**config.mk**
```make
export PLATFORM = sky130hd
export DESIGN_NAME = fac_ctrl
export DESIGN_NICKNAME = d
export VERILOG_FILES = /design/src/rtl/core/fac_pkg.sv /design/src/rtl/core/fac_ctrl.sv
export SDC_FILE = /design/constraint.sdc
export NUM_CORES = 1
export LEC_CHECK = 0
export ABC_AREA = 1
export BUFFER_PORTS_ARGS = -buffer_cell sky130_fd_sc_hd__buf_2
export CAP_MARGIN = 20
export CORE_AREA = 5 5 42 44
export CTS_CLUSTER_DIAMETER = 30
export DETAILED_ROUTE_END_ITERATION = 10
export DIE_AREA = 0 0 47 49
export HOLD_SLACK_MARGIN = 0.05
export PLACE_DENSITY = 0.63
export REMOVE_ABC_BUFFERS = 1
export SYNTH_ARGS = -nofsm -noshare
export SYNTH_HDL_FRONTEND = slang
export SYNTH_SLANG_ARGS = --single-unit
```
**constraint.sdc**
```tcl
create_clock -name clk -period 1.5 [get_ports clk]
set_input_delay 0.3 -clock clk [delete_from_list [all_inputs] [get_ports clk]]
set_output_delay 0.3 -clock clk [all_outputs]
set_load 0.01 [all_outputs]
```
**src/rtl/core/fac_pkg.sv**
```systemverilog
// Shared types and constants for the frustum box culling block.
`default_nettype none
package fac_pkg;

	// Fixed field widths of the beats.
	localparam int NORM_W   = 16;
	localparam int COORD_W  = 32;
	localparam int HALF_W   = 31;
	localparam int OFF_W    = 32;
	localparam int IDX_IN_W = 3;
	localparam int RPL_W    = 3;

	// Datapath widths: corner is exact, product and sum never overflow.
	localparam int CORNER_W  = COORD_W + 1;
	localparam int PROD_W    = NORM_W + CORNER_W;
	localparam int ACC_W     = 52;
	localparam int OFF_SHIFT = 15;

	// Command codes of an input beat.
	typedef enum logic {
		CMD_LOAD = 1'b0,
		CMD_TEST = 1'b1
	} cmd_e;

	// Controller states.
	typedef enum logic {
		ST_IDLE,
		ST_RUN
	} state_t;

	// Commands from the controller to the datapath.
	typedef struct packed {
		logic             wr_en;
		logic             start;
		logic             issue;
		logic             finish;
		logic             fin_visible;
		logic [RPL_W-1:0] fin_plane;
	} ctrl_cmd_t;

endpackage
`default_nettype wire

```
**src/rtl/core/fac_ctrl.sv**
```systemverilog
// Controller: sequences plane evaluation and owns the handshake state.
`default_nettype none
module fac_ctrl #(
	parameter int NUM_PLANES = 6,
	parameter int IDX_W      = 3
) (
	input  wire logic                          clk,
	input  wire logic                          arst_n,
	input  wire logic                          in_valid,
	output logic                               in_ready,
	input  wire logic                          in_cmd,
	input  wire logic [fac_pkg::IDX_IN_W-1:0]  in_idx,
	input  wire logic                          out_ready,
	output logic                               out_valid,
	input  wire logic                          neg,
	output logic [IDX_W-1:0]                   rd_idx,
	output fac_pkg::ctrl_cmd_t                 cmd_o
);
	import fac_pkg::*;

	localparam int CNT_W = $clog2(NUM_PLANES + 1);

	state_t            state_q, state_d;
	logic [CNT_W-1:0]  cnt_q, cnt_d;
	logic              valid_s1, valid_d;
	logic [IDX_W-1:0]  idx_s1, idx_d;
	logic              out_valid_q, out_valid_d;
	logic              finishing;
	logic              out_free;
	logic              stall;

	// State register.
	always_ff @(posedge clk or negedge arst_n) begin
		if (!arst_n) begin
			state_q <= ST_IDLE;
		end else begin
			state_q <= state_d;
		end
	end

	// Plane counter, stage one tracking and output valid.
	always_ff @(posedge clk or negedge arst_n) begin
		if (!arst_n) begin
			cnt_q       <= '0;
			valid_s1    <= 1'b0;
			idx_s1      <= '0;
			out_valid_q <= 1'b0;
		end else begin
			cnt_q       <= cnt_d;
			valid_s1    <= valid_d;
			idx_s1      <= idx_d;
			out_valid_q <= out_valid_d;
		end
	end

	// A box finishes at its first negative plane or after its last plane.
	assign out_free  = !out_valid_q || out_ready;
	assign finishing = (state_q == ST_RUN) && valid_s1
		&& (neg || (idx_s1 == IDX_W'(NUM_PLANES - 1)));
	assign stall     = finishing && !out_free;
	assign rd_idx    = cnt_q[IDX_W-1:0];
	assign out_valid = out_valid_q;

	// Next state and commands.
	always_comb begin
		state_d           = state_q;
		cnt_d             = cnt_q;
		valid_d           = valid_s1;
		idx_d             = idx_s1;
		in_ready          = 1'b0;
		cmd_o             = '0;
		cmd_o.fin_visible = !neg;
		cmd_o.fin_plane   = neg ? RPL_W'(idx_s1) : RPL_W'(NUM_PLANES);
		case (state_q)
			ST_IDLE: begin
				in_ready = 1'b1;
				valid_d  = 1'b0;
				if (in_valid) begin
					if (in_cmd == CMD_TEST) begin
						cmd_o.start = 1'b1;
						cnt_d       = '0;
						state_d     = ST_RUN;
					end else begin
						cmd_o.wr_en = (32'(in_idx) < NUM_PLANES);
					end
				end
			end
			ST_RUN: begin
				if (finishing) begin
					if (!stall) begin
						cmd_o.finish = 1'b1;
						valid_d      = 1'b0;
						state_d      = ST_IDLE;
					end
				end else begin
					cmd_o.issue = (cnt_q < CNT_W'(NUM_PLANES));
					valid_d     = cmd_o.issue;
					idx_d       = cnt_q[IDX_W-1:0];
					cnt_d       = cnt_q + CNT_W'(cmd_o.issue);
				end
			end
			default: begin
				state_d = ST_IDLE;
			end
		endcase
	end

	// Output beat is set on finish and cleared when taken.
	always_comb begin
		if (cmd_o.finish) begin
			out_valid_d = 1'b1;
		end else if (out_ready) begin
			out_valid_d = 1'b0;
		end else begin
			out_valid_d = out_valid_q;
		end
	end

endmodule
`default_nettype wire

```
==> metrics.csv, run 1 <==
stage,metric,value,unit
synth,Yosys cell types,17,
die,CORE AREA,1400,um2
clock_network,Num CTS Buffers,3,
detailed_routing,via count,481,
worst_setup_path,WP data required,1.20,ns
placed_design,Port Buffers,20,
clock_network,clock tree root buffer cell,clkbuf_4,
detailed_routing,Via density,4.58,
die,Die Ht,49,um
die,Die Wd,47,um
placed_design,placed insts,97,
layout,Final #Nets,101,
layout,Antenna diodes,0,
timing,Worst-Margin Slew,0.280,ns
placed_design,hpwl dp,818,um
layout,Non-Filler Instances,105,
worst_setup_path,"delay-heaviest family, CP",flip-flops,
clock_network,latest clock arrival within the worst-skew pair,0.25,ns
worst_setup_path,Setup crit end kind,output port,
power_and_ir_drop,PwrDens,1960,nW/um2
timing,Setup Skew,0.000605,ns
worst_setup_path,Critical R2R Launch,rd_idx[1],
synth,cell count after synthesis,63,
worst_setup_path,worst-path cell chain,"nand3_2, nand2_2, nand2_4, nand2_4, nor2_1, buf_2",
die,io pins,22,
timing,Slew Limit Fails,0,
placed_design,DP Worst Slack,0.192,ns
detailed_routing,Detailed Route WL,1090,um
die,Initial Util,36.2,%
synth,synth warn,0,
worst_setup_path,crit path DAT,1.17,ns
timing,Hold Fails Final Rpt,0,
timing,Setup TNS,0,ns
clock_network,clock tree sinks,9,
synth,Syn Area/Cell,8.04,um2
global_route,number of global-route vias before repair,472,
timing,Slew headroom,81.3,%
clock_network,Max clock buf depth,2,
worst_hold_path,Hold Crit Class,input port to flop,
power_and_ir_drop,Max VDD drop,0.000810,V
worst_setup_path,CP peak stage delay,0.40,ns
worst_setup_path,Setup Crit Path Kind,flop to output port,
die,Die Footprint,2300,um2
global_route,Congestion Overflow GR,0,
timing,Max Fclk,682,MHz
worst_setup_path,crit path launch,idx_s1[0],
global_route,global-route wire length before repair,1790,um
worst_setup_path,crit start category,flop,
detailed_routing,drt initial violations,9,
timing,worst hold slack,0.364,ns
layout,area added between synthesis and finish,36.3,%
timing,final worst-path cycle share,97.8,%
die,row cnt,14,
global_route,largest net degree at the start of global routing,10,
detailed_routing,number of antenna-violating nets in the routed design,0,
worst_setup_path,crit-path max FO,4,
synth,Seq cells post-synth,9,
layout,fraction of layout cells with a size suffix above 1,42.7,%
timing,post-route setup slack,0.0328,ns
worst_hold_path,hold wc startpoint,out_ready,
timing,RSZ-0062 raised after global routing,true,
timing,Final Setup Violations,0,
placed_design,Final GP Congestion,0.742,
detailed_routing,DRC,0,
detailed_routing,WL/cell,10.3,um
worst_setup_path,CP most frequent cell,nand2_4,
layout,Final Core Density,49.3,%
outcome,outcome,completed,
worst_setup_path,number of buffers and inverters on the critical path,1,
global_route,GR Util All Layers,10.7,%
power_and_ir_drop,Pleak,0.000408,uW
detailed_routing,drt first pass iters,4,
synth,sequential cell area fraction in the yosys report,44.4,%
clock_network,CTS tree,yes,
timing,crit path time final,1.47,ns
run,Max Cap Viol,0,
clock_network,CTS H-tree depth,1,
worst_setup_path,Critical-path top delay cell,dfrtp_1,
global_route,initial antenna violation count,0,
clock_network,"CTS clk-pin slew, worst paths",0.06,ns
synth,Synth Cell Area,507,um2
## registers in the layout (all words and copies together) (netlist names)
| register | count |
|---|---|
| valid_s1 | 1 |
| state_q | 1 |
| idx_s1 | 3 |
| out_valid | 1 |
| rd_idx | 3 |
## cells by family after synthesis
kind of cell / share of synthesized area, %
and+or+nand+nor: 33.3
adders and majority gates: 4.94
xor gates and xnor gates: 1.73
DFF: 44.4
buffers and inverters: 11.9
AOI/OAI and AO/OA: 3.70
## worst reg2reg max path, cell delays in order, from the launching register on
cell	delay (ns)
dfrtp_1	0.42
nand2_1	0.10
ha_1	0.19
ha_1	0.19
xnor2_1	0.16
nor2_1	0.05
nand2_1	0.06
nand2_1	0.04
## cell usage after synthesis, drive strengths merged
master | number | area share, %
a211oi | 1 | 1.5
nor2 | 5 | 4.2
nand2 | 21 | 19
nand3 | 9 | 8.9
inv | 9 | 6.7
o22ai | 1 | 1.2
ha | 2 | 4.9
or2 | 1 | 1.2
dfrtp | 9 | 44
buf | 3 | 5.2
o21ai | 1 | 0.99
xnor2 | 1 | 1.7
## report_power, final
| group | internal (uW) | switching, uW |
|---|---|---|
| Clock | 102 | 79.5 |
| Sequential | 358 | 98.8 |
| Combinational | 321 | 394 |
| Total | 781 | 573 |
## cells in the final DEF (no fill, tap or decap)
cell type / count
a211oi_2: 1
nor2_4: 1
buf_6: 1
buf_2: 19
dlygate4sd3_1: 1
or2_2: 1
ha_1: 2
nand2_4: 2
nand3_2: 1
nand2_1: 17
inv_2: 3
buf_4: 4
clkbuf_4: 3
o22ai_1: 1
dfrtp_1: 9
clkbuf_1: 1
inv_1: 6
xnor2_1: 1
nand2_2: 2
nand3_1: 8
nor2_1: 4
o21ai_0: 1
## per-layer routing
layer,track usage (%),share of wire (%),vias up
met5,0,0,-
met4,8.29,0,0
met3,1.11,8.5,0
met2,16.1,47,24
met1,13.3,44,211
li1,-,-,246
## final cells by class
| class | instances | area, um2 |
|---|---|---|
| Fill cell | 156 | 711 |
| Multi-Input combinational cell | 42 | 239 |
| Sequential cell | 9 | 225 |
| Timing Repair Buffer | 25 | 146 |
| Inverter | 9 | 33.8 |
| Clock buffer | 4 | 26.3 |
| Tap cell | 16 | 20.0 |
## through the flow
step,power (uW),instance area [um2]
after floorplan,862,480
after global placement,1080,608
after detailed placement,1100,608
after CTS,1330,662
after global routing,1500,691
final,1350,691
## worst paths after layout
kind                       slack [ns]  depth (start not counted)         to
min                              0.36                          4  out_valid
max reg2reg                      0.19                          7  rd_idx[2]
max                              0.03                          6   cmd_o[5]
min reg2reg                      0.49                          2  idx_s1[1]
min in group asynchronous        0.43                          2  idx_s1[1]
max in group asynchronous        0.90                          2    state_q
## repair_timing
item / CTS / global route
buffers inserted: 2 / 1
cloned: 0 / 0
pin swaps: 2 / 2
hold buffers: 1 / 0
gates resized for setup: 1 / 6
endpoints found under the hold margin: 9 / 0
endpoints found under the setup margin: 2 / 3
Power figures use the tool's default switching activity.
==> run 2, diff against run 1 <==
--- a/config.mk
+++ b/config.mk
@@ -8,12 +8,12 @@
 export ABC_AREA = 1
 export BUFFER_PORTS_ARGS = -buffer_cell sky130_fd_sc_hd__buf_2
 export CAP_MARGIN = 20
-export CORE_AREA = 5 5 42 44
+export CORE_MARGIN = 5
+export CORE_UTILIZATION = 39
 export CTS_CLUSTER_DIAMETER = 30
 export DETAILED_ROUTE_END_ITERATION = 10
-export DIE_AREA = 0 0 47 49
 export HOLD_SLACK_MARGIN = 0.05
-export PLACE_DENSITY = 0.63
+export PLACE_DENSITY = 0.67
 export REMOVE_ABC_BUFFERS = 1
 export SYNTH_ARGS = -nofsm -noshare
 export SYNTH_HDL_FRONTEND = slang
==> constraint.sdc (replaced) <==
create_clock -name clk -period 1.18 [get_ports clk]
set_input_delay 0.236 -clock clk [delete_from_list [all_inputs] [get_ports clk]]
set_output_delay 0.236 -clock clk [all_outputs]
set_load 0.01 [all_outputs]
==> run 2 against run 1 <==
The run now ends with setup timing left. Critical path depth unchanged. Clock skew increased by 0.0047 ns. Count of clock-buffer cells in the layout is the same. Combinational power grew 120%. Non-clock buffer count grew 15. Flip-flop and latch count stayed put. Critical endpoint unchanged. Largest cell class is now buffers. Highest routed layer is now met4.
==> metrics.csv, run 2 (synthesis results as in run 1) <==
stage,metric,value,unit,change
run,Max Cap Viol,0,,unchanged
timing,Setup TNS,-1.11,ns,-1.11 ns
power_and_ir_drop,Sw Ratio,39.1,%,-3.2 points
die,Die Footprint,2120,um2,-7.9%
layout,Reg area,226,um2,+0.56%
detailed_routing,drt initial violations,3,,-6
layout,fraction of layout cells with a size suffix above 1,60.6,%,+18 points
global_route,GR Util All Layers,12.8,%,+2.1 points
layout,Final #Nets,116,,+15%
worst_setup_path,Setup Crit Path Kind,flop to output port,,
clock_network,Max clock buf depth,2,,unchanged
die,io pins,22,,unchanged
power_and_ir_drop,P_sw,947,uW,+65%
timing,worst hold slack,0.266,ns,-0.0978 ns
clock_network,latest clock arrival within the worst-skew pair,0.26,ns,about the same
clock_network,CTS tree,yes,,
timing,Final Setup Violations,9,,+9
power_and_ir_drop,PwrDens,2600,nW/um2,+33%
timing,Setup Skew,0.00527,ns,+0.00466 ns
worst_hold_path,Worst Hold End,out_valid,,
detailed_routing,WL/cell,11.5,um,+12%
worst_setup_path,Critical R2R Launch,rd_idx[1],,
timing,post-route setup slack,-0.251,ns,-0.284 ns
layout,"commonest non-fill, non-tap cells in the layout","15 x nand2_1, 15 x buf_6, 13 x buf_2",,
worst_setup_path,crit start category,flop,,
die,Initial Util,39.9,%,+3.8 points
layout,area added between synthesis and finish,83.7,%,
worst_hold_path,Hold Path Cell Cnt,4,,unchanged
timing,Worst-Margin Slew,0.239,ns,-0.0415 ns
clock_network,clock tree root buffer cell,clkbuf_4,,
die,Die Ht,46.0,um,-6.0%
layout,Non-Filler Instances,119,,+13%
power_and_ir_drop,Comb pwr share,65.8,%,+13 points
global_route,initial antenna violation count,0,,unchanged
die,Die Wd,46.0,um,-2.0%
worst_hold_path,hold wc startpoint,out_ready,,
clock_network,clock tree sinks,9,,unchanged
power_and_ir_drop,Max VDD drop,0.00148,V,+83%
detailed_routing,Detailed Route WL,1370,um,+26%
die,row cnt,13,,-1
detailed_routing,DRC,0,,unchanged
die,CORE AREA,1270,um2,-9.5%
outcome,outcome,finished with violations,,
power_and_ir_drop,Internal,1470,uW,+89%
timing,RSZ-0062 raised after global routing,true,,
timing,Slew headroom,84.0,%,+2.8 points
placed_design,placed insts,105,,+8.2%
global_route,global-route wire length before repair,1970,um,+10%
clock_network,CTS H-tree depth,1,,unchanged
clock_network,"CTS clk-pin slew, worst paths",0.06,ns,about the same
timing,final worst-path cycle share,121,%,
worst_setup_path,Reg2Reg Setup Slack,-0.08,ns,-0.27 ns
power_and_ir_drop,sequential share of power,24.3,%,-9.4 points
global_route,Congestion Overflow GR,0,,unchanged
worst_setup_path,Setup crit end kind,output port,,
power_and_ir_drop,share of total power in the clock network,9.9,%,-3.5 points
detailed_routing,via count,557,,+16%
global_route,number of global-route vias before repair,511,,+8.3%
detailed_routing,drt first pass iters,4,,unchanged
power_and_ir_drop,Pleak,0.000504,uW,+24%
worst_setup_path,reg2reg end,rd_idx[2],,
placed_design,Final GP Congestion,0.744,,+0.34%
detailed_routing,Via density,4.68,,+2.2%
global_route,largest net degree at the start of global routing,10,,unchanged
worst_setup_path,Worst R2R Path Depth,8,,+1
timing,Max Fclk,699,MHz,
placed_design,hpwl dp,861,um,+5.2%
layout,multi-input combinational cell area,299,um2,+25%
placed_design,Port Buffers,20,,unchanged
worst_setup_path,WP data required,0.94,ns,-0.26 ns
clock_network,Num CTS Buffers,3,,unchanged
outcome,failing checks,setup timing,,
layout,Antenna diodes,0,,unchanged
timing,Hold Fails Final Rpt,0,,unchanged
timing,Slew Limit Fails,0,,unchanged
worst_hold_path,Hold Crit Class,input port to flop,,
worst_setup_path,crit-path max FO,4,,unchanged
timing,crit path time final,1.43,ns,
worst_setup_path,crit path DAT,1.20,ns,+0.03 ns
layout,fillers,87,,-44%
detailed_routing,number of antenna-violating nets in the routed design,0,,unchanged
layout,Final Core Density,73.4,%,+24 points
## run 2: repair_timing
item / in CTS / in global routing
gates resized for setup: 10 / 26
hold buffers: 1 / 0
endpoints found under the setup margin: 8 / 15
hold endpoints to repair: 9 / 0
pin swaps: 2 / 11
setup buffers: 6 / 6
## run 2: routing by layer
layer	share of wire (%)	GRT usage, %	vias to the layer above
li1	-	-	283
met1	39	16.7	247
met2	53	20.6	23
met3	7.1	2.37	4
met4	1.5	5.11	0
met5	0	0	-
## run 2: power by group through the flow
stage          Combinational (uW)  Clock [uW]  Sequential [uW]
2_1_floorplan                 487           0              609
3_3_place_gp                 1010           0              542
3_5_place_dp                 1030           0              549
4_1_cts                      1240         245              549
5_1_grt                      1740         254              598
6_report                     1590         240              587
## run 2: worst max-delay path by stage
| stage | startpoint | depth (start not counted) | end |
|---|---|---|---|
| floorplan | rd_idx[2] | 7 | rd_idx[2] |
| global placement | rd_idx[1] | 7 | rd_idx[2] |
| finish | state_q | 6 | cmd_o[5] |
| CTS | state_q | 6 | cmd_o[5] |
| detailed placement | rd_idx[1] | 7 | rd_idx[2] |
| global route | state_q | 6 | cmd_o[5] |
## run 2: layout make-up
type                            instances  area share, %
Clock buffer                            4           2.82
Inverter                                9           3.63
Multi-Input combinational cell         42           32.1
Sequential cell                         9           24.3
Tap cell                               15           2.02
Timing Repair Buffer                   40           35.1
## run 2: worst max-delay path, stage by stage, from the launching register on
cell,delay [ns]
dfrtp_2,0.44
nand2_2,0.08
inv_2,0.04
nand2_4,0.10
nand2_4,0.06
nor2_2,0.07
buf_2,0.13
## run 2: metrics by stage
stage / worst slack [ns] / instance area (um2) / power, uW
6_report: -0.251 / 931 / 2420
3_5_place_dp: -0.00591 / 674 / 1580
2_1_floorplan: -0.100 / 480 / 1100
3_3_place_gp: -0.0151 / 674 / 1550
4_1_cts: -0.222 / 790 / 2040
5_1_grt: -0.307 / 931 / 2600
==> run 3, diff against run 2 <==
--- a/config.mk
+++ b/config.mk
@@ -15,6 +15,7 @@
 export HOLD_SLACK_MARGIN = 0.05
 export PLACE_DENSITY = 0.67
 export REMOVE_ABC_BUFFERS = 1
+export SKIP_CTS_REPAIR_TIMING = 1
 export SYNTH_ARGS = -nofsm -noshare
 export SYNTH_HDL_FRONTEND = slang
 export SYNTH_SLANG_ARGS = --single-unit
==> run 3 against run 2 <==
The run still ends with setup timing left. Routed wire length is 17% lower. Combinational power is 18% lower. Critical path type unchanged. Count of clock-buffer cells in the layout unchanged. Via count fell by 7.2%. Maximum frequency up 1.7%. Final cell count decreased by 5.0%. Die area unchanged.
==> metrics.csv, run 3 (synthesis results as in run 1) <==
stage,metric,value,unit,change
die,Die Footprint,2120,um2,unchanged
placed_design,DP Worst Slack,-0.00591,ns,unchanged
layout,area added between synthesis and finish,65.4,%,
power_and_ir_drop,Internal,1280,uW,-13%
global_route,largest net degree at the start of global routing,10,,unchanged
global_route,Congestion Overflow GR,0,,unchanged
power_and_ir_drop,P_sw,827,uW,-13%
power_and_ir_drop,share of total power in the clock network,11.1,%,+1.2 points
layout,Final Core Density,66.1,%,-7.3 points
clock_network,Num CTS Buffers,3,,unchanged
worst_setup_path,crit path launch,idx_s1[1],,
worst_setup_path,crit path DAT,1.17,ns,-0.03 ns
worst_setup_path,Setup Crit Path Kind,flop to output port,,
worst_setup_path,Setup crit end kind,output port,,
clock_network,CTS H-tree depth,1,,unchanged
timing,Slew Limit Fails,0,,unchanged
global_route,initial antenna violation count,0,,unchanged
timing,Slew headroom,84.2,%,+0.17 points
timing,Max Fclk,710,MHz,+1.7%
clock_network,"CTS clk-pin slew, worst paths",0.06,ns,about the same
power_and_ir_drop,Sw Ratio,39.2,%,about the same
die,Initial Util,39.9,%,unchanged
layout,fillers,108,,+24%
die,Die Wd,46.0,um,unchanged
power_and_ir_drop,Comb pwr share,61.8,%,-4.0 points
clock_network,clock tree root buffer cell,clkbuf_4,,
worst_setup_path,Critical-path top delay cell,dfrtp_1,,
placed_design,hpwl dp,861,um,unchanged
global_route,GR Util All Layers,12.2,%,-0.64 points
timing,RSZ-0062 raised after global routing,true,,
placed_design,Port Buffers,20,,unchanged
layout,Reg area,226,um2,unchanged
worst_setup_path,number of buffers and inverters on the critical path,2,,unchanged
power_and_ir_drop,Pleak,0.000464,uW,-7.8%
detailed_routing,WL/cell,10.1,um,-12%
worst_hold_path,hold wc startpoint,out_ready,,
global_route,number of global-route vias before repair,471,,-7.8%
run,Max Cap Viol,0,,unchanged
worst_setup_path,WP data required,0.94,ns,about the same
worst_setup_path,crit-path max FO,4,,unchanged
detailed_routing,drt first pass iters,2,,-2
clock_network,latest clock arrival within the worst-skew pair,0.26,ns,about the same
detailed_routing,drt initial violations,3,,unchanged
clock_network,Max clock buf depth,2,,unchanged
detailed_routing,via count,517,,-7.2%
die,CORE AREA,1270,um2,unchanged
timing,crit path time final,1.41,ns,-0.0234 ns
worst_setup_path,CP peak stage delay,0.39,ns,-0.05 ns
layout,multi-input combinational cell area,272,um2,-9.2%
timing,Worst-Margin Slew,0.236,ns,-0.00260 ns
detailed_routing,number of antenna-violating nets in the routed design,0,,unchanged
layout,Final #Nets,110,,-5.2%
placed_design,Placed Area,674,um2,unchanged
layout,Antenna diodes,0,,unchanged
timing,Setup Skew,0.00904,ns,+0.00378 ns
power_and_ir_drop,Max VDD drop,0.00124,V,-17%
detailed_routing,DRC,0,,unchanged
placed_design,Final GP Congestion,0.744,,unchanged
timing,Setup TNS,-0.898,ns,+0.207 ns
outcome,outcome,finished with violations,,
power_and_ir_drop,PwrDens,2520,nW/um2,-3.0%
detailed_routing,Detailed Route WL,1140,um,-17%
worst_setup_path,worst-path cell chain,"inv_2, nand3_2, nand2_2, nand2_4, nand2_4, nor2_1, buf_2",,
layout,"commonest non-fill, non-tap cells in the layout","16 x nand2_1, 15 x buf_2, 11 x buf_6",,
global_route,global-route wire length before repair,1860,um,-5.2%
power_and_ir_drop,sequential share of power,27.1,%,+2.8 points
clock_network,clock tree sinks,9,,unchanged
worst_setup_path,"delay-heaviest family, CP",flip-flops,,
worst_setup_path,crit start category,flop,,
layout,fraction of layout cells with a size suffix above 1,54.1,%,-6.5 points
timing,Hold Fails Final Rpt,0,,unchanged
worst_setup_path,CP most frequent cell,nand2_4,,
die,io pins,22,,unchanged
clock_network,CTS tree,yes,,
timing,final worst-path cycle share,119,%,-2.0 points
layout,"commonest non-fill, non-tap cell in the layout",nand2_1,,
layout,fin area,838,um2,-9.9%
die,row cnt,13,,unchanged
worst_hold_path,Hold Crit Class,input port to flop,,
worst_setup_path,Critical R2R Launch,idx_s1[1],,
detailed_routing,Via density,4.58,,-2.3%
timing,post-route setup slack,-0.228,ns,+0.0234 ns
outcome,failing checks,setup timing,,
timing,Final Setup Violations,6,,-3
die,Die Ht,46.0,um,unchanged
[run 3: area by class of cell]
type                            count  share of cell area, %
Multi-Input combinational cell     42                   32.4
Clock buffer                        4                   3.13
Tap cell                           15                   2.24
Timing Repair Buffer               34                   31.2
Inverter                            9                   4.03
Sequential cell                     9                   27.0
[run 3: power by group through the flow]
stage / Clock [uW] / Combinational (uW) / Sequential, uW
final: 235 / 1310 / 572
after global routing: 254 / 1440 / 584
after CTS: 245 / 1040 / 544
after detailed placement: 0 / 1030 / 549
after global placement: 0 / 1010 / 542
after floorplan: 0 / 487 / 609
[run 3: worst paths after layout]
path / to / slack (ns) / depth (start not counted)
worst max-delay path: cmd_o[5] / -0.23 / 7
worst min-delay path: out_valid / 0.27 / 4
worst max register to register: idx_s1[2] / 0.01 / 8
worst min register to register: idx_s1[1] / 0.50 / 2
max in group asynchronous: state_q / 0.65 / 2
min in group asynchronous: state_q / 0.34 / 2
[run 3: layer usage]
| metal | GRT usage (%) | up-vias | part of all wire, % |
|---|---|---|---|
| li1 | - | 269 | - |
| met1 | 16.2 | 227 | 42 |
| met2 | 19.0 | 19 | 48 |
| met3 | 2.37 | 2 | 8.2 |
| met4 | 5.11 | 0 | 1.5 |
| met5 | 0 | - | 0 |
[run 3: worst min-delay path, stage by stage]
cell     delay [ns]
buf_2          0.07
nor2_1         0.06
inv_1          0.07
nand2_1        0.05
[run 3: per-stage QoR]
step                hold slack (ns)  cells  total power, uW
finish                        0.270    113             2110
global route                  0.288    113             2280
CTS                          -0.187    109             1830
detailed placement           0.0983    105             1580
global placement             0.0946    105             1550
floorplan                   -0.0596     60             1100
